File: src/hdl/smap_pkg.sv
package smap_pkg;

	localparam int unsigned HEADER_BYTES = 20;
	localparam logic [12:0] BODY_LIMIT = 13'd4096;
	localparam logic [31:0] MAGIC_COOKIE = 32'h2112A442;
	localparam logic [15:0] TYPE_MAPPED = 16'h0001;
	localparam logic [15:0] TYPE_XOR_MAPPED = 16'h0020;
	localparam logic [7:0] FAMILY_IPV4 = 8'h01;

	typedef enum logic [1:0] {
		ST_FOUND      = 2'd0,
		ST_NONE       = 2'd1,
		ST_BAD_LENGTH = 2'd2,
		ST_OVERRUN    = 2'd3
	} status_t;

	typedef enum logic [2:0] {
		PH_IDLE   = 3'b001,
		PH_HEADER = 3'b010,
		PH_BODY   = 3'b100
	} phase_t;

	typedef enum logic [1:0] {
		OC_PENDING = 2'd0,
		OC_FOUND   = 2'd1,
		OC_OVERRUN = 2'd2,
		OC_NONE    = 2'd3
	} outcome_t;

	typedef struct packed {
		logic [7:0] data_byte;
		logic       first_byte;
	} in_t;

	typedef struct packed {
		status_t     status;
		logic [31:0] public_address;
		logic [15:0] mapped_port;
	} out_t;

endpackage

File: src/hdl/stun_mapped_address_parser.sv
// Once the request carrying the last byte of its message is accepted, a result is
// presented through the input register, then the result register.
// Throughput: one byte per cycle; a waiting result does not block input until
// both the input register and the result register are full.
// Reset clears the parser to idle and sets the body length limit to 4096.
module stun_mapped_address_parser (
	input  logic                clk,
	input  logic                arst_n,
	input  logic                in_valid,
	output logic                in_ready,
	input  smap_pkg::in_t       in_data,
	output logic                out_valid,
	input  logic                out_ready,
	output smap_pkg::out_t      out_data,
	input  logic                cfg_valid,
	output logic                cfg_ready,
	input  logic [12:0]         cfg_data
);

	logic [12:0]         max_body_length_q;
	logic                valid_s1;
	smap_pkg::in_t       data_s1;
	logic                out_valid_q;
	smap_pkg::out_t      out_q;
	logic                advance;

	smap_pkg::phase_t    phase_q, nxt_phase;
	smap_pkg::outcome_t  outcome_q, nxt_outcome;
	logic [12:0]         byte_pos_q, nxt_byte_pos;
	logic [12:0]         attr_pos_q, nxt_attr_pos;
	logic [15:0]         body_len_q, nxt_body_len;
	logic [31:0]         cookie_q, nxt_cookie;
	logic [15:0]         attr_type_q, nxt_attr_type;
	logic [15:0]         attr_len_q, nxt_attr_len;
	logic [15:0]         port_q, nxt_port;
	logic [31:0]         addr_q, nxt_addr;

	logic                emit;
	smap_pkg::status_t   emit_status;

	logic [12:0]         limit;
	logic [15:0]         remaining;
	logic [16:0]         attr_total;
	logic                stop;
	smap_pkg::phase_t    cur_phase;
	logic [12:0]         cur_pos;
	smap_pkg::outcome_t  cur_outcome;
	logic [7:0]          d;

	assign cfg_ready = 1'b1;
	assign advance = valid_s1 && (!out_valid_q || out_ready);
	assign in_ready = !valid_s1 || advance;
	assign out_valid = out_valid_q;
	assign out_data = out_q;
	assign limit = (max_body_length_q > smap_pkg::BODY_LIMIT) ?
		smap_pkg::BODY_LIMIT : max_body_length_q;

	always_comb begin
		nxt_phase = phase_q;
		nxt_outcome = outcome_q;
		nxt_byte_pos = byte_pos_q;
		nxt_attr_pos = attr_pos_q;
		nxt_body_len = body_len_q;
		nxt_cookie = cookie_q;
		nxt_attr_type = attr_type_q;
		nxt_attr_len = attr_len_q;
		nxt_port = port_q;
		nxt_addr = addr_q;
		emit = 1'b0;
		emit_status = smap_pkg::ST_NONE;
		stop = 1'b0;
		attr_total = '0;
		d = data_s1.data_byte;
		cur_phase = phase_q;
		cur_pos = byte_pos_q;
		cur_outcome = outcome_q;
		remaining = body_len_q - {3'b000, byte_pos_q};
		if (data_s1.first_byte) begin
			cur_phase = smap_pkg::PH_HEADER;
			cur_pos = '0;
			cur_outcome = smap_pkg::OC_PENDING;
			nxt_outcome = smap_pkg::OC_PENDING;
		end
		unique case (cur_phase)
			smap_pkg::PH_IDLE: begin
				nxt_phase = smap_pkg::PH_IDLE;
			end
			smap_pkg::PH_HEADER: begin
				if (cur_pos == 13'd2) begin
					nxt_body_len[15:8] = d;
				end else if (cur_pos == 13'd3) begin
					nxt_body_len[7:0] = d;
				end else if (cur_pos >= 13'd4 && cur_pos <= 13'd7) begin
					nxt_cookie = {cookie_q[23:0], d};
				end
				if (cur_pos != 13'(smap_pkg::HEADER_BYTES - 1)) begin
					nxt_phase = smap_pkg::PH_HEADER;
					nxt_byte_pos = cur_pos + 13'd1;
				end else if (nxt_body_len == 16'd0 ||
						nxt_body_len > {3'b000, limit}) begin
					emit = 1'b1;
					emit_status = smap_pkg::ST_BAD_LENGTH;
					nxt_phase = smap_pkg::PH_IDLE;
					nxt_byte_pos = cur_pos;
				end else begin
					nxt_phase = smap_pkg::PH_BODY;
					nxt_byte_pos = '0;
					nxt_attr_pos = '0;
					nxt_outcome = smap_pkg::OC_PENDING;
				end
			end
			smap_pkg::PH_BODY: begin
				if (cur_outcome == smap_pkg::OC_PENDING) begin
					if (attr_pos_q == 13'd0 && remaining < 16'd4) begin
						nxt_outcome = smap_pkg::OC_NONE;
						stop = 1'b1;
					end else begin
						case (attr_pos_q) inside
							13'd0: nxt_attr_type = {d, 8'h00};
							13'd1: nxt_attr_type = {attr_type_q[15:8], d};
							13'd2: nxt_attr_len = {d, 8'h00};
							13'd3: begin
								nxt_attr_len = {attr_len_q[15:8], d};
								if (nxt_attr_len > remaining - 16'd1) begin
									nxt_outcome = smap_pkg::OC_OVERRUN;
									stop = 1'b1;
								end
							end
							13'd5: begin
								if (d != smap_pkg::FAMILY_IPV4) begin
									nxt_attr_type = '0;
								end
							end
							13'd6: nxt_port = {d, 8'h00};
							13'd7: nxt_port = {port_q[15:8], d};
							[13'd8:13'd11]: nxt_addr = {addr_q[23:0], d};
							default: ;
						endcase
						if (!stop) begin
							attr_total = 17'd4 +
								(({1'b0, nxt_attr_len} + 17'd3) & ~17'd3);
							if (attr_pos_q == 13'd11 && nxt_attr_len >= 16'd8 &&
									(nxt_attr_type == smap_pkg::TYPE_MAPPED ||
									nxt_attr_type == smap_pkg::TYPE_XOR_MAPPED)) begin
								if (nxt_attr_type == smap_pkg::TYPE_XOR_MAPPED) begin
									nxt_port = nxt_port ^ smap_pkg::MAGIC_COOKIE[31:16];
									nxt_addr = nxt_addr ^ cookie_q;
								end
								nxt_outcome = smap_pkg::OC_FOUND;
							end else if (attr_pos_q >= 13'd3) begin
								if ({4'b0000, attr_pos_q} + 17'd1 >= attr_total) begin
									nxt_attr_pos = '0;
								end else begin
									nxt_attr_pos = attr_pos_q + 13'd1;
								end
							end else begin
								nxt_attr_pos = attr_pos_q + 13'd1;
							end
						end
					end
				end
				if ({3'b000, byte_pos_q} + 16'd1 >= body_len_q) begin
					emit = 1'b1;
					nxt_phase = smap_pkg::PH_IDLE;
					if (nxt_outcome == smap_pkg::OC_FOUND) begin
						emit_status = smap_pkg::ST_FOUND;
					end else if (nxt_outcome == smap_pkg::OC_OVERRUN) begin
						emit_status = smap_pkg::ST_OVERRUN;
					end else begin
						emit_status = smap_pkg::ST_NONE;
					end
				end else begin
					nxt_phase = smap_pkg::PH_BODY;
					nxt_byte_pos = byte_pos_q + 13'd1;
				end
			end
			default: begin
				nxt_phase = smap_pkg::PH_IDLE;
			end
		endcase
	end

	always_ff @(posedge clk or negedge arst_n) begin
		if (!arst_n) begin
			max_body_length_q <= smap_pkg::BODY_LIMIT;
			valid_s1 <= 1'b0;
			out_valid_q <= 1'b0;
			phase_q <= smap_pkg::PH_IDLE;
			outcome_q <= smap_pkg::OC_PENDING;
			byte_pos_q <= '0;
			attr_pos_q <= '0;
		end else begin
			if (cfg_valid && cfg_ready) begin
				max_body_length_q <= cfg_data;
			end
			if (in_ready) begin
				valid_s1 <= in_valid;
			end
			if (advance && emit) begin
				out_valid_q <= 1'b1;
			end else if (out_ready) begin
				out_valid_q <= 1'b0;
			end
			if (advance) begin
				phase_q <= nxt_phase;
				outcome_q <= nxt_outcome;
				byte_pos_q <= nxt_byte_pos;
				attr_pos_q <= nxt_attr_pos;
			end
		end
	end

	always_ff @(posedge clk) begin
		if (in_ready && in_valid) begin
			data_s1 <= in_data;
		end
		if (advance) begin
			body_len_q <= nxt_body_len;
			cookie_q <= nxt_cookie;
			attr_type_q <= nxt_attr_type;
			attr_len_q <= nxt_attr_len;
			port_q <= nxt_port;
			addr_q <= nxt_addr;
		end
		if (advance && emit) begin
			out_q.status <= emit_status;
			out_q.public_address <= (emit_status == smap_pkg::ST_FOUND) ? nxt_addr : '0;
			out_q.mapped_port <= (emit_status == smap_pkg::ST_FOUND) ? nxt_port : '0;
		end
	end

endmodule

File: config.mk
export PLATFORM = sky130hd
export DESIGN_NAME = stun_mapped_address_parser
export DESIGN_NICKNAME = d
export VERILOG_FILES = /design/src/hdl/smap_pkg.sv /design/src/hdl/stun_mapped_address_parser.sv
export SDC_FILE = /design/constraint.sdc
export NUM_CORES = 1
export LEC_CHECK = 0
export BUFFER_PORTS_ARGS = -buffer_cell sky130_fd_sc_hd__buf_2
export CORE_ASPECT_RATIO = 2
export CORE_MARGIN = 2
export CORE_UTILIZATION = 52
export DETAILED_ROUTE_END_ITERATION = 16
export PLACE_DENSITY = 0.67
export SKIP_CTS_REPAIR_TIMING = 1
export SLEW_MARGIN = 20
export SYNTH_ARGS = -nofsm -noshare
export SYNTH_HDL_FRONTEND = slang
export SYNTH_SLANG_ARGS = --single-unit
File: constraint.sdc
create_clock -name clk -period 10.72 [get_ports clk]
set_clock_uncertainty 0.1 [all_clocks]
set_input_delay 0 -clock clk [delete_from_list [all_inputs] [get_ports clk]]
set_output_delay 0 -clock clk [all_outputs]
set_load 0.05 [all_outputs]
# Word level (Yosys, flattened, before mapping)
# Index checks and enable logic that the tools add are counted.
totals:
  register_bits: 233
  latch_bits: 0
  in_bits: 27
  n_memories: 0
  wordCells: 201
  ramBits: 0
  mem_bits_ro: 0
  output_inout_bits: 53
classes:
  shifts: 0
  n_reduce_logical: 25
  addsub: 9
  multipliers: 0
  n_eq_ne: 24
  muxes: 108
  div_mod_pow: 0
  magnitude_cmp: 12
  bitwise: 5
op_table:
  columns: ["op", "count"]
  rows:
  - ["two-way mux 32 bit", 17]
  - ["two-way mux 16 bit", 27]
  - ["two-way mux 13 bit", 13]
  - ["two-way mux 8 bit", 7]
  - ["== test 13 x 2 -> 1 bit, second input constant", 4]
  - ["one-hot mux 13 bit (2 select lines)", 2]
  - ["two-way mux 14 bit", 3]
  - ["adder 13 x 1 -> 13 bit, second input constant", 3]
  - ["== test 13 x 3 -> 1 bit, second input constant", 3]
  - ["two-way mux 2 bit", 18]
  - ["bitwise XOR 32 bit", 1]
  - ["adder 13 x 1 -> 14 bit, second input constant", 2]
  - ["adder 16 x 2 -> 17 bit, second input constant", 1]
  - ["adder 3 x 17 -> 17 bit, first input constant", 1]
  - [">= comparator 14 x 17 -> 1 bit", 1]
  - ["== test 16 x 1 -> 1 bit, second input constant", 1]
  - ["== test 16 x 6 -> 1 bit, second input constant", 1]
  - [">= comparator 14 x 16 -> 1 bit", 1]
  - [">= comparator 16 x 4 -> 1 bit, second input constant", 1]
  - ["greater-than comparator 16 x 13 -> 1 bit", 1]
  - ["greater-than comparator 16 bit", 1]
  - ["logical NOT 16 bit", 1]
  - ["< comparator 16 x 3 -> 1 bit, second input constant", 1]
  - ["subtractor 16 x 1 -> 16 bit, second input constant", 1]
  - ["other kinds (34)", 71]

# Depth between registers and ports, before layout
# Gate-level depths: netlist (run 1).
logic_depth:
  word_depth: 24
  ltp_mapped: 23
  ltp_nobuf: 23

# Worst setup path after synthesis (run 1)
# No wires, ideal clock.
synth_timing:
  path_type: "reg-to-reg"
  startpoint: "reg data_s1[0] in the netlist's numbering"
  endpoint: "reg out_q (netlist bit out_data[0]) (enable)"
  period_less_slack_ps: 6108
  setup_slack_ps: 4612
  required_ps: 10162
  n_path_buf: 3
  setup_ps: 458
  stages_incl_launch_ff: 21
  arrival_time_ps: 5550
  path_cell_list: "edfxtp_1 clkbuf_1 inv_1 clkbuf_1 nand2_1 inv_1 ha_1 nand2_1 nor2_1 clkbuf_1 o21ai_0 ha_1 nor2b_1 o21a_1 o21ai_0 a211o_1 o211ai_1 a211oi_1 nor2_1 a21oi_1 nor2_1"
synth_between:
  elab_chain_len: 11
  word_cells_on_any_way: 19
  cone_classes: "order compare (1); eq/ne (5); mux (10); reduce/logical (3)"
synth_lines:
  columns: ["element", "line", "rtl"]
  rows:
  - ["from (decl)", "stun_mapped_address_parser.sv:22", "smap_pkg::in_t data_s1;"]
  - ["from (signal assigned)", "stun_mapped_address_parser.sv:215", "data_s1 <= in_data;"]
  - ["two-way mux 13 bit", "stun_mapped_address_parser.sv:78", "if (data_s1.first_byte) begin"]
  - ["== test 13 x 2 -> 1 bit", "stun_mapped_address_parser.sv:91", "end else if (cur_pos == 13'd3) begin"]
  - ["two-way mux 8 bit", "stun_mapped_address_parser.sv:91", null]
  - ["two-way mux 8 bit", "stun_mapped_address_parser.sv:89", "if (cur_pos == 13'd2) begin"]
  - ["two-way mux 8 bit", "stun_mapped_address_parser.sv:84", "unique case (cur_phase)"]
  - ["greater-than comparator 16 x 13 -> 1 bit / logical NOT 16 bit (equally long branches)", "stun_mapped_address_parser.sv:100, stun_mapped_address_parser.sv:99", null]
  - ["logical OR 1 bit", "stun_mapped_address_parser.sv:99", "end else if (nxt_body_len == 16'd0 ||"]
  - ["two-way mux 1 bit", "stun_mapped_address_parser.sv:99", null]
  - ["two-way mux 1 bit", "stun_mapped_address_parser.sv:96", "if (cur_pos != 13'(smap_pkg::HEADER_BYTES - 1)) begin"]
  - ["one-hot mux 1 bit (2 select lines) *", "stun_mapped_address_parser.sv:84", null]
  - ["logical AND 1 bit *", "stun_mapped_address_parser.sv:225", "if (advance && emit) begin"]
  - ["to (decl)", "stun_mapped_address_parser.sv:24", "smap_pkg::out_t out_q;"]
# Every way passes the cells marked *; elsewhere a longest branch is shown, timed or not. The select of a mux whose other input is x is not followed.
# A chain may end at the register's enable or synchronous reset.

# Worst setup path after layout (run 1)
layout_timing:
  startpoint: "reg data_s1[0] in the netlist's numbering"
  endpoint: "reg out_q (netlist bit out_data[41]) (enable)"
# Same word-level chain as after synthesis.

==> impl.org, run 1 <==
** Outcome
- The flow ran to the end, and the final reports show no timing, DRC or antenna violations.

** Setup path
- Startpoint class of the critical path :: flip-flop
- Worst path required time :: 10.78 ns
- Number of cells on the critical path :: 17
- Crit Path Max Fanout :: 50
- Grouping stages by cell kind, the critical path spends the most delay in simple AND/OR/NAND/NOR gates.
- Combined buffer and inverter count along the critical path :: 3
- In this run the critical register-to-register path is launched from data_s1[0].
- STA puts the critical path data arrival time at 6.08 ns.
- Largest stage delay on the critical path :: 0.67 ns
- The slowest stage of the critical path belongs to the cell sky130_fd_sc_hd__edfxtp_1.
- Endpoint of the lowest-slack register-to-register path :: out_data[41]
- Worst-path cell chain :: inv_1, nand2_1, inv_1, ha_1, nand2_1, nor2_1, mux2_2, ha_1, o21a_1, o21ai_0, a211o_1, o211ai_1, a211oi_1, nor2_1, a21oi_1, nor2_4, buf_4
- Critical path class :: flip-flop to flip-flop
- Depth of the worst register-to-register path :: 17
- Worst reg-to-reg setup slack :: 4.69 ns
- STA classifies the critical path endpoint as a flip-flop.

** Logic synthesis
- Number of warnings reported in the yosys synthesis log :: 0
- EDFF count, synth :: roughly 190
- Count of state elements after synthesis :: 233
- Proportion of register bits with asynchronous set or reset after synthesis :: 0.197
- Syn Nets :: ~1,500
- Of the synthesized area, sequential elements account for 0.470.
- The largest total area in the synthesized netlist belongs to sky130_fd_sc_hd__edfxtp_1.
- Most area-consuming cells after synthesis :: sky130_fd_sc_hd__edfxtp_1 (39%), sky130_fd_sc_hd__dfrtp_1 (7.6%), sky130_fd_sc_hd__ha_1 (6.9%), sky130_fd_sc_hd__nand2_1 (3.9%), sky130_fd_sc_hd__nor2_1 (3.2%)
- The netlist uses 88 different library cells.
- In this run the mean area of a mapped cell was approximately 10 um^2.
- The most used flip-flop cell after synthesis is sky130_fd_sc_hd__edfxtp_1.
- By instance count, the leading cell after synthesis is sky130_fd_sc_hd__edfxtp_1.
- After synthesis the cells add up to 14,400 um^2.
- Number of instances in the synthesized netlist :: 1,404
- Post-synth top area share :: 0.390
- Leading cell types by count after synthesis :: sky130_fd_sc_hd__edfxtp_1 (187), sky130_fd_sc_hd__nand2_1 (149), sky130_fd_sc_hd__nor2_1 (122)

** Hold path
- In this run the most critical hold path is launched from in_data[0].
- Counting instances, the worst hold path has a depth of 2.
- Worst Hold End :: data_s1[0]
- The path class of the tightest hold or removal check is input port to flip-flop.

** CTS
- Clk slew on worst S/H paths :: approximately 0.070 ns
- For the worst-skew pair, the clock arrives at the later sink with an insertion delay of about 0.53 ns.
- Clock tree sinks :: ~230
- CTS built an H-tree with a depth of 1.
- Clock tree synthesis selected as its root buffer the cell sky130_fd_sc_hd__clkbuf_16.
- CTS tree :: yes
- Number of clock buffers inserted by TritonCTS :: 22
- The longest clock path from root to sink contains 3 buffers.

** Power
- Peak supply drop :: around 0.13 mV
- Static Leakage :: between 5 and 6 nW
- Power spread over the standard cell area amounts to around 140 nW/um^2.
- The design draws between 2 and 2.5 mW.

** Timing
- Setup WS post-layout :: 4.69 ns
- Final hold analysis gives a worst-case slack of 0.0897 ns.
- Headroom to the max-slew limit came out at 0.359.
- Post-route clock period utilization :: 0.562
- Setup violations remaining at the end of the flow were counted as 0.
- Slew Limit Fails :: 0
- Total negative slack :: 0 ns
- Subtracting the final worst setup slack from the clock period gives approximately 6.0 ns.
- For the pin with the worst max-slew slack, the measured transition is roughly 0.96 ns.
- The number of endpoints with negative hold slack in the final report is 0.
- For this run, the top clock speed supported by timing is between 0.15 and 0.2 GHz.
- Setup repair after global routing left no endpoint under its margin.

** Floorplanning
- Rows :: 86
- The floorplan step defined a die boundary enclosing approximately 29,000 um^2.
- Total I/O pin count :: 80
- For this configuration, the core starts out at a cell density of 0.525.
- Overall die height :: 239 um
- Area inside the core boundary :: 27,400 um^2
- X dimension of the die :: roughly 120 um

** Drt
- In this run, the number of DRC markers left after iteration 0 of detailed routing was 702.
- DRT Wirelength :: between 40,000 and 50,000 um
- Count of TritonRoute iterations in the first routing pass :: 5
- In the routed layout, each cell is associated on average with a via count of about 6.2.
- For this run, design rule violations remaining after detail routing come to 0.
- Antenna Violating Nets Remaining :: 0
- Detailed routing inserted a total of 11,652 vias.
- In the final routed layout, each cell accounts on average for approximately 23 um.

** Place
- Dpl hpwl :: around 32,000 um
- Gp weighted congestion :: a little over 1
- Port buffering added 78 buffers.
- OpenSTA, run right after detailed placement, puts the worst setup slack at 4.76 ns.

** Global route
- Overall overflow remaining after global route :: 0
- In the global route stage, overall resource usage came out at 0.289.
- Entering global routing, the biggest net connects 82 pins.
- Global-route wire length before repair :: about 64,000 um
- The number of global-route vias before repair came to ~12,000.
- Initial antenna violation count :: 0

** Flow run
- Reported max-cap violation count :: 0

** Finish
- Fraction of layout instances using a drive strength above 1 :: 0.136
- Number of nets in the layout :: 1,611
- Number of antenna diodes :: 0
- Relative to the synthesized area, the layout overhead comes to 12.3%.
-- routing by layer --
metal | global-route usage | vias up | part of all wire
li1 | - | 5450 | -
met1 | 0.267 | 5683 | 0.33
met2 | 0.566 | 370 | 0.55
met3 | 0.0252 | 149 | 0.034
met4 | 0.216 | 0 | 0.085
met5 | 0 | - | 0
-- cells by family (layout without fill, tap and decap cells) --
| family | Yosys count | after routing | synth area share |
|---|---|---|---|
| AND/OR/NAND/NOR | 519 | 519 | 0.180 |
| XOR/XNOR | 87 | 87 | 0.0529 |
| buffers and inverters | 118 | 233 | 0.0364 |
| adder cells (fa/ha/maj) | 80 | 80 | 0.0700 |
| flip-flops | 233 | 233 | 0.470 |
| AO/OA/AOI/OAI | 316 | 316 | 0.153 |
| other | 1 | 1 | 0.000260 |
| multiplexers | 50 | 50 | 0.0374 |
-- layout make-up --
class,count,area [um^2]
fillers,2410,11300
multi-input cells,1053,7130
flip-flops and latches,233,6770
repair buffers,140,963
clock buffers,25,583
well taps,352,440
inverters,54,203
clock inverters,14,87.6
-- where the power goes --
| group | leakage (nW) | internal (mW) | switching [mW] | total, mW |
|---|---|---|---|---|
| sequential | 2.04 | 0.993 | 0.0290 | 1.02 |
| clock | 0.325 | 0.396 | 0.363 | 0.759 |
| combinational | 3.51 | 0.163 | 0.256 | 0.418 |
| total | 5.87 | 1.55 | 0.648 | 2.20 |
-- placed cells by master, fill, tap and decap left out, types with 20 or more instances in the layout --
cell / instances
sky130_fd_sc_hd__a21oi_1: 76
sky130_fd_sc_hd__xnor2_1: 35
sky130_fd_sc_hd__nand3_1: 47
sky130_fd_sc_hd__nor2_1: 119
sky130_fd_sc_hd__dlygate4sd3_1: 42
sky130_fd_sc_hd__buf_4: 21
sky130_fd_sc_hd__edfxtp_1: 187
sky130_fd_sc_hd__a211oi_1: 27
sky130_fd_sc_hd__buf_2: 77
sky130_fd_sc_hd__and3_1: 29
sky130_fd_sc_hd__xor2_1: 52
sky130_fd_sc_hd__ha_1: 79
sky130_fd_sc_hd__nor3_1: 32
sky130_fd_sc_hd__nand4_1: 24
sky130_fd_sc_hd__dfrtp_1: 44
sky130_fd_sc_hd__o21ai_0: 60
sky130_fd_sc_hd__nor2b_1: 20
sky130_fd_sc_hd__inv_1: 53
sky130_fd_sc_hd__clkbuf_16: 23
sky130_fd_sc_hd__mux2_2: 31
sky130_fd_sc_hd__nand2_1: 149
-- worst max path at each step --
stage | to | slack, ns | start
floorplan | out_data[0] | 4.61 | data_s1[0]
global placement | out_data[20] | 4.74 | data_s1[0]
detailed placement | out_data[41] | 4.76 | data_s1[0]
CTS | out_data[41] | 4.72 | data_s1[0]
global route | out_data[41] | 4.33 | data_s1[0]
finish | out_data[41] | 4.69 | data_s1[0]
-- registers in the layout (all words and copies together), names as in the netlist, 13 cells and up --
name	flops
max_body_length_q	13
cookie_q	32
attr_pos_q	13
byte_pos_q	13
body_len_q	16
addr_q	32
port_q	16
attr_type_q	16
attr_len_q	16
out_data	50
-- worst register-to-register path, cell delays in order (launching register included) --
cell	delay (ns)
sky130_fd_sc_hd__edfxtp_1	0.67
sky130_fd_sc_hd__inv_1	0.45
sky130_fd_sc_hd__nand2_1	0.14
sky130_fd_sc_hd__inv_1	0.13
sky130_fd_sc_hd__ha_1	0.37
sky130_fd_sc_hd__nand2_1	0.16
sky130_fd_sc_hd__nor2_1	0.63
sky130_fd_sc_hd__mux2_2	0.46
sky130_fd_sc_hd__ha_1	0.31
sky130_fd_sc_hd__o21a_1	0.11
sky130_fd_sc_hd__o21ai_0	0.07
sky130_fd_sc_hd__a211o_1	0.28
sky130_fd_sc_hd__o211ai_1	0.30
sky130_fd_sc_hd__a211oi_1	0.20
sky130_fd_sc_hd__nor2_1	0.33
sky130_fd_sc_hd__a21oi_1	0.22
sky130_fd_sc_hd__nor2_4	0.12
sky130_fd_sc_hd__buf_4	0.52
-- per-stage QoR --
step	area [um^2]	utilization	cells
floorplan	14400	-	1404
global placement	15100	0.550	1790
detailed placement	15100	0.550	1790
CTS	15800	0.574	1829
global route	16200	0.590	1871
finish	16200	0.590	1871
Power figures use the tool's default switching activity.
==> inputs of run 2 (changes only) <==
==> constraint.sdc (replaced) <==
create_clock -name clk -period 6.3 [get_ports clk]
set_clock_uncertainty 0.1 [all_clocks]
set_input_delay 0 -clock clk [delete_from_list [all_inputs] [get_ports clk]]
set_output_delay 0 -clock clk [all_outputs]
set_load 0.05 [all_outputs]
==> run 2 against run 1 <==
Maximum frequency increased by 1.9%; non-clock buffer count increased by 17; core utilization increased by 0.70 points; sequential share of layout area decreased by 0.49 points; combinational power increased by 71%; setup slack got worse by 4.3 ns; clock power increased by 75%; hold slack got worse by 0.00056 ns; via count decreased by 0.25%; global-route usage decreased by 0.49 points; count of clock-buffer cells in the layout unchanged; register-to-register slack got worse by 4.3 ns; critical endpoint is now attr_pos_q[2].
==> impl.org, run 2 (synthesis gave the netlist of run 1 again) <==
** Finish
- Fraction of layout instances using a drive strength above 1 :: 0.147 (+0.0109)
- The number of diodes came to 0 (unchanged).
- Leaving out fill and tap cells, the most frequent cell in the layout is sky130_fd_sc_hd__edfxtp_1.
- The library cells used most frequently in the layout, excluding fill and tap cells, are sky130_fd_sc_hd__edfxtp_1 (187), sky130_fd_sc_hd__nand2_1 (149), sky130_fd_sc_hd__nor2_1 (119).
- Largest register FFs :: 50 (unchanged)
- Synthesis-to-finish area growth :: 13.6%
- The combined area of the multi-input logic cells is 7130 um^2 (about the same).
- The final standard cell utilization of the core was 0.597 (+0.00702).
- Number of nets in the layout :: 1,628 (+1.1%)
- The total of fill cells in the finished design was 2,330 (-3.3%).
- The footprint of the flip-flops and latches is 6770 um^2 (unchanged).

** Global route
- Overall overflow remaining after global route :: 0 (unchanged)
- Via count of the first global-routing pass :: 11,649 (-0.35%)
- Most Used Layer, Global Route :: met2
- Initial antenna violation count :: 0 (unchanged)
- Global-route wire length before repair :: 62,800 um (-1.9%)
- The met3 routing resource usage after global routing was 0.0274 (+0.00214).
- The largest net degree at the start of global routing is 53 (-35%).
- Met2 capacity usage during global routing :: 0.538 (-0.0274)
- GRT met1 Usage :: 0.259 (-0.00720)
- The combined global-route utilization of all metal layers came to 0.284 (-0.00492).

** Floorplanning
- Overall die height :: 239 um (unchanged)
- Total I/O pin count :: 80 (unchanged)
- Area inside the core boundary :: 27,400 um^2 (unchanged)
- Rows :: 86 (unchanged)
- Die Outline Area :: 29,100 um^2 (unchanged)
- The starting density of the core is 0.525 (unchanged).
- X dimension of the die :: 122 um (unchanged)

** CTS
- In this run the clock root is driven by a sky130_fd_sc_hd__clkbuf_16.
- CTS tree :: yes
- The number of buffers created by CTS is 22 (unchanged).
- The clock latency of the later-clocked register in the worst-skew pair was 0.53 ns (about the same).
- The largest buffer count on any clock path was 3 (unchanged).
- The number of clock sinks was 233 (unchanged).
- The number of H-tree levels is 1 (unchanged).
- The clock-pin transition on the worst setup and hold timing paths came to 0.07 ns (about the same).

** Place
- The detailed placer's ending HPWL came to 31,200 um (-1.0%).
- The number of port buffers was 78 (unchanged).
- The final RePlAce weighted congestion is 0.965 (-4.1%).

** Setup path
- The arrival time of the worst setup path is 6.22 ns (+0.14 ns).
- Endpoint of the lowest-slack register-to-register path :: attr_pos_q[2]
- Worst path required time :: 6.61 ns (-4.17 ns)
- The setup path with the least slack is of type flip-flop to flip-flop.
- The register-to-register setup slack was 0.39 ns (-4.31 ns).
- The worst setup path is launched from a flip-flop.
- The biggest fanout along the worst timing path was 9 (-82%).
- Worst Setup End Kind :: flip-flop
- The startpoint identified for the worst register-to-register timing path is attr_pos_q[0].
- Depth of the worst register-to-register path :: 22 (+5)

** Drt
- The count of antenna-violating nets left after detailed routing came to 0 (unchanged).
- Count of TritonRoute iterations in the first routing pass :: 4 (-1)
- Ratio of routed vias to standard cells :: 6.16 (-1.1%)
- DRT Wirelength :: 41,700 um (-2.4%)
- The via count of the routed design was 11,623 (-0.25%).
- WL per Instance :: 22.1 um (-3.2%)
- The violation count after the first detailed-routing iteration came to 712 (+1.4%).
- The number of remaining DRC errors came to 0 (unchanged).

** Timing
- Min Clock Period, post-route :: 5.91 ns (-0.113 ns)
- The number of endpoints with negative hold slack in the final report is 0 (unchanged).
- The final count of negative-setup-slack endpoints was 0 (unchanged).
- The measured slew at the worst slew-check pin was 0.867 ns (-0.0938 ns).
- Total negative slack :: 0 ns (unchanged)
- Setup repair after global routing missed its margin :: false
- Highest attainable clock frequency :: 0.169 GHz (+1.9%)
- The final period utilization was 0.938 (+0.376).
- Hold_ws :: 0.0892 ns (-0.000555 ns)
- The final count of pins violating max slew came to 0 (unchanged).
- Rel. slew slack :: 0.420 (+0.0611)

** Power
- The power per standard cell area is 231 nW/um^2 (+70%).
- Internal power of the cells :: 2.69 mW (+74%)
- The leakage component of the power came to 5.98 nW (+1.9%).
- The sequential share of power came to 0.458 (-0.007).
- Switching share of total power :: 0.287 (-0.00729)
- Peak supply drop :: 0.270 mV (+100%)
- Sw Pwr :: 1.09 mW (+68%)
- Clk pwr share :: 0.352 (+0.007)
- Combinational fraction of design power :: 0.189 (about the same)

** Outcome
- Outcome :: completed

** Hold path
- The path with the worst hold slack has its endpoint at d[2].
- The hold path depth came to 2 (unchanged).
- The path class of the tightest hold or removal check is input port to flip-flop.
- Startpoint of the lowest-slack hold path :: in_data[3]

** Flow run
- Reported max-cap violation count :: 0 (unchanged)
==> run 2: area by class of cell <==
class	count	share of cell area
repair buffers	157	0.0686
flip-flops and latches	233	0.414
well taps	352	0.0269
inverters	54	0.0124
clock buffers	25	0.0356
clock inverters	14	0.00749
multi-input cells	1053	0.435
==> run 2: worst max-delay path by stage <==
stage                       start  cells after the start       endpoint
floorplan              data_s1[0]                     20    out_data[0]
global placement    attr_pos_q[0]                     22  attr_pos_q[5]
detailed placement  attr_pos_q[0]                     22  attr_pos_q[5]
global route        attr_pos_q[0]                     21  attr_pos_q[8]
CTS                 attr_pos_q[0]                     22  attr_pos_q[2]
finish              attr_pos_q[0]                     22  attr_pos_q[2]
==> run 2: worst max-delay path: stages (launching register included) <==
cell and delay [ns]:
sky130_fd_sc_hd__dfrtp_1 0.52, sky130_fd_sc_hd__inv_1 0.11, sky130_fd_sc_hd__ha_1 0.32, sky130_fd_sc_hd__or4b_1 0.65, sky130_fd_sc_hd__nor4_4 0.42, sky130_fd_sc_hd__o21ai_0 0.16, sky130_fd_sc_hd__o21ai_0 0.26, sky130_fd_sc_hd__and3_1 0.41
sky130_fd_sc_hd__ha_1 0.25, sky130_fd_sc_hd__a21boi_0 0.24, sky130_fd_sc_hd__o211ai_2 0.19, sky130_fd_sc_hd__nand2_1 0.15, sky130_fd_sc_hd__nand2_1 0.10, sky130_fd_sc_hd__nor3_1 0.19, sky130_fd_sc_hd__xnor2_1 0.12, sky130_fd_sc_hd__ha_1 0.30
sky130_fd_sc_hd__nand4_1 0.09, sky130_fd_sc_hd__a21oi_1 0.14, sky130_fd_sc_hd__nor2_1 0.09, sky130_fd_sc_hd__a31oi_1 0.14, sky130_fd_sc_hd__nand4b_1 0.34, sky130_fd_sc_hd__a21oi_4 0.38, sky130_fd_sc_hd__nor2b_1 0.10
==> run 2: power by group through the flow <==
stage                     Combinational, mW  Sequential, mW  Clock (mW)
after global routing                  0.794            1.73        1.39
after CTS                             0.686            1.73        1.35
after floorplan                       0.477            1.75           0
after global placement                0.668            1.76           0
final                                 0.716            1.73        1.33
after detailed placement              0.683            1.76           0
==> run 2: routing by layer <==
layer	vias to the layer above	share of wire
met1	5577	0.32
met4	0	0.10
li1	5501	-
met3	187	0.036
met2	358	0.54
met5	-	0
==> run 2: metrics by stage <==
| step | total power, mW | cells | setup slack [ns] | instance area [um^2] |
|---|---|---|---|---|
| 6_report | 3.78 | 1888 | 0.388 | 16400 |
| 5_1_grt | 3.92 | 1888 | 0.0284 | 16400 |
| 4_1_cts | 3.77 | 1846 | 0.501 | 15900 |
| 3_5_place_dp | 2.45 | 1807 | 0.607 | 15200 |
| 3_3_place_gp | 2.43 | 1806 | 0.581 | 15200 |
| 2_1_floorplan | 2.23 | 1404 | 0.192 | 14400 |
==> inputs of run 3 (changes only) <==
--- a/config.mk
+++ b/config.mk
@@ -8,9 +8,9 @@
 export BUFFER_PORTS_ARGS = -buffer_cell sky130_fd_sc_hd__buf_2
 export CORE_ASPECT_RATIO = 2
 export CORE_MARGIN = 2
-export CORE_UTILIZATION = 52
+export CORE_UTILIZATION = 35
 export DETAILED_ROUTE_END_ITERATION = 16
-export PLACE_DENSITY = 0.67
+export PLACE_DENSITY = 0.48
 export SKIP_CTS_REPAIR_TIMING = 1
 export SLEW_MARGIN = 20
 export SYNTH_ARGS = -nofsm -noshare
==> run 3 against run 2 <==
Critical path type unchanged; register-to-register slack better by 0.03 ns; maximum frequency rose by 0.43%; count of clock-buffer cells in the layout rose by 4; die area rose by 47%; core utilization decreased by 19 points; via count down 1.2%; first-iteration DRC count down 24%.
==> impl.org, run 3 (synthesis gave the netlist of run 1 again) <==
** Finish
- Highest-count cells in the layout ignoring fill and taps :: sky130_fd_sc_hd__edfxtp_1 (187), sky130_fd_sc_hd__nand2_1 (149), sky130_fd_sc_hd__nor2_1 (120)
- The number of diodes was 0 (unchanged).
- Synthesis-to-finish area growth :: 15.8%
- The number of flip-flops in the largest register was 50 (unchanged).
- Fraction of layout instances using a drive strength above 1 :: 0.149 (+0.00228)
- Util after Layout :: 0.408 (-0.188)
- Commonest non-fill, non-tap cell in the layout :: sky130_fd_sc_hd__edfxtp_1
- The layout net count was 1,636 (+0.49%).

** Global route
- The largest net degree at the start of global routing came to 82 (+55%).
- The combined global-route utilization of all metal layers is 0.213 (-0.0709).
- The global-route wire length before repair was 69,900 um (+11%).
- Overall overflow remaining after global route :: 0 (unchanged)
- The number of antenna violations at the first check in global routing is 0 (unchanged).
- Via count of the first global-routing pass :: 11,890 (+2.1%)

** CTS
- Maximum level of the CTS H-tree :: 1 (unchanged)
- TritonCTS built the clock tree.
- The number of buffers created by CTS came to 23 (+4.5%).
- The clock latency of the later-clocked register in the worst-skew pair is 0.55 ns (+0.02 ns).
- The clock-pin transition on the worst setup and hold timing paths is 0.07 ns (about the same).
- Buffer type at the clock tree root :: sky130_fd_sc_hd__clkbuf_16
- The largest buffer count on any clock path was 3 (unchanged).
- Clock tree sinks :: 233 (unchanged)

** Setup path
- The register-to-register setup slack came to 0.41 ns (+0.03 ns).
- The critical path goes through inv_1, ha_1, or4b_1, nor4_4, buf_4, o21ai_0, o21ai_0, and3_1, ha_1, a21boi_0, o211ai_2, nand2_1, nand2_1, nor3_1, xnor2_1, ha_1, nand4_1, a21oi_1, nor2_1, a31oi_1, nand4b_1, a21oi_4, nor2_1.
- Critical register-to-register path startpoint :: attr_pos_q[0]
- Critical path class :: flip-flop to flip-flop
- The maximum single-stage delay on the critical path came to 0.64 ns (about the same).
- The count of cells along the worst register-to-register path came to 23 (+4.5%).
- STA classifies the critical path endpoint as a flip-flop.
- Crit Path Max Fanout :: 9 (unchanged)
- Broken down by cell family, the worst path's largest delay share belongs to simple AND/OR/NAND/NOR gates.
- For this design, the slowest cell found on the critical path is sky130_fd_sc_hd__or4b_1.
- The endpoint identified for the worst register-to-register timing path is attr_pos_q[8].
- Cell mode on critical path :: sky130_fd_sc_hd__ha_1
- Number of cells on the critical path :: 23 (+4.5%)
- Worst path required time :: 6.62 ns (about the same)
- Combined buffer and inverter count along the critical path :: 2 (+1)
- Arr. time, crit path :: 6.21 ns (about the same)
- Startpoint class of the critical path :: flip-flop

** Timing
- Post-route clock period utilization :: 0.934 (-0.00400)
- Total negative slack :: 0 ns (unchanged)
- Highest attainable clock frequency :: 0.170 GHz (+0.43%)
- Setup repair after global routing left no endpoint under its margin.
- The final count of pins violating max slew was 0 (unchanged).
- Worst slew pin tran :: 0.968 ns (+0.101 ns)
- Min Clock Period, post-route :: 5.89 ns (-0.0252 ns)
- The number of endpoints with negative hold slack in the final report is 0 (unchanged).
- The final count of negative-setup-slack endpoints was 0 (unchanged).
- Rel. slew slack :: 0.352 (-0.0683)

** Drt
- The number of remaining DRC errors was 0 (unchanged).
- The vias per cell was 5.52 (-10%).
- The violation count after the first detailed-routing iteration is 544 (-24%).
- The detail-routed net length per standard cell is 22.3 um (+0.90%).
- Antenna Violating Nets Remaining :: 0 (unchanged)
- DR vias :: 11,487 (-1.2%)
- The routed wire length came to 46,300 um (+11%).
- Count of TritonRoute iterations in the first routing pass :: 5 (+1)

** Hold path
- Path class of the lowest-slack min-delay path :: input port to asynchronous set/reset pin

** Flow run
- Reported max-cap violation count :: 0 (unchanged)

** Power
- The largest vdd supply drop is 0.198 mV (-27%).
- Static Leakage :: 6.03 nW (+0.85%)
- The power per standard cell area came to 234 nW/um^2 (+1.5%).

** Place
- Input/output buffers :: 78 (unchanged)
- Gp weighted congestion :: 0.947 (-1.9%)
- The detailed placer's ending HPWL was 35,800 um (+15%).

** Floorplanning
- The starting density of the core came to 0.353 (-0.172).
- Area inside the core boundary :: 40,900 um^2 (+49%)
- Total I/O pin count :: 80 (unchanged)
- Die Outline Area :: 42,900 um^2 (+47%)
- The vertical extent of the die is 291 um (+22%).
- The horizontal die dimension came to 147 um (+21%).
- Rows :: 105 (+22%)

** Outcome
- Outcome :: completed
[run 3: cell count changes in the layout (fill, tap and decap cells not counted), moves of 2 or more]
cell                        delta
sky130_fd_sc_hd__bufinv_16     +2
sky130_fd_sc_hd__clkinv_4      -3
sky130_fd_sc_hd__clkbuf_1      +4
sky130_fd_sc_hd__buf_4         +9
[run 3: worst max-delay path by stage]
stage / start / to / slack [ns]
after global routing: attr_pos_q[0] / attr_pos_q[8] / 0.04
after global placement: attr_pos_q[0] / attr_pos_q[5] / 0.36
after detailed placement: body_len_q[0] / attr_pos_q[2] / 0.40
after CTS: body_len_q[0] / attr_pos_q[2] / 0.36
final: attr_pos_q[0] / attr_pos_q[8] / 0.41
after floorplan: data_s1[0] / out_data[0] / 0.19
[run 3: per-stage QoR]
step                      instances  power (mW)  worst slack [ns]  hold WS [ns]  cell area (um^2)
after floorplan                1404        2.23             0.192        -0.396             14400
after global placement         1997        2.48             0.359        0.0641             15500
after detailed placement       1997        2.48             0.399        0.0624             15500
after CTS                      2039        3.93             0.360        -0.514             16300
after global routing           2081        4.08            0.0354        0.0603             16700
final                          2081        3.91             0.413        0.0209             16700
[run 3: worst min-delay path: stages]
cell,delay (ns)
sky130_fd_sc_hd__dlygate4sd3_1,0.52
sky130_fd_sc_hd__buf_2,0.09
sky130_fd_sc_hd__buf_4,0.53
[run 3: cell type report]
class	count	area, um^2
Clock buffer	29	598
Clock inverter	13	146
Fill cell	4078	24200
Inverter	54	203
Multi-Input combinational cell	1053	7130
Sequential cell	233	6770
Tap cell	535	669
Timing Repair Buffer	164	1160
[run 3: routing by layer]
layer / global-route usage / vias up / routed length (um)
met2: 0.431 / 289 / 26400
met3: 0.0202 / 143 / 1240
li1: - / 5490 / -
met5: 0 / - / 0
met1: 0.189 / 5565 / 14800
met4: 0.156 / 0 / 3880
[run 3: power by group]
group	total [mW]	internal, mW	switching [mW]
Combinational	0.745	0.287	0.458
Clock	1.43	0.799	0.633
Sequential	1.73	1.69	0.0438
Total	3.91	2.78	1.13
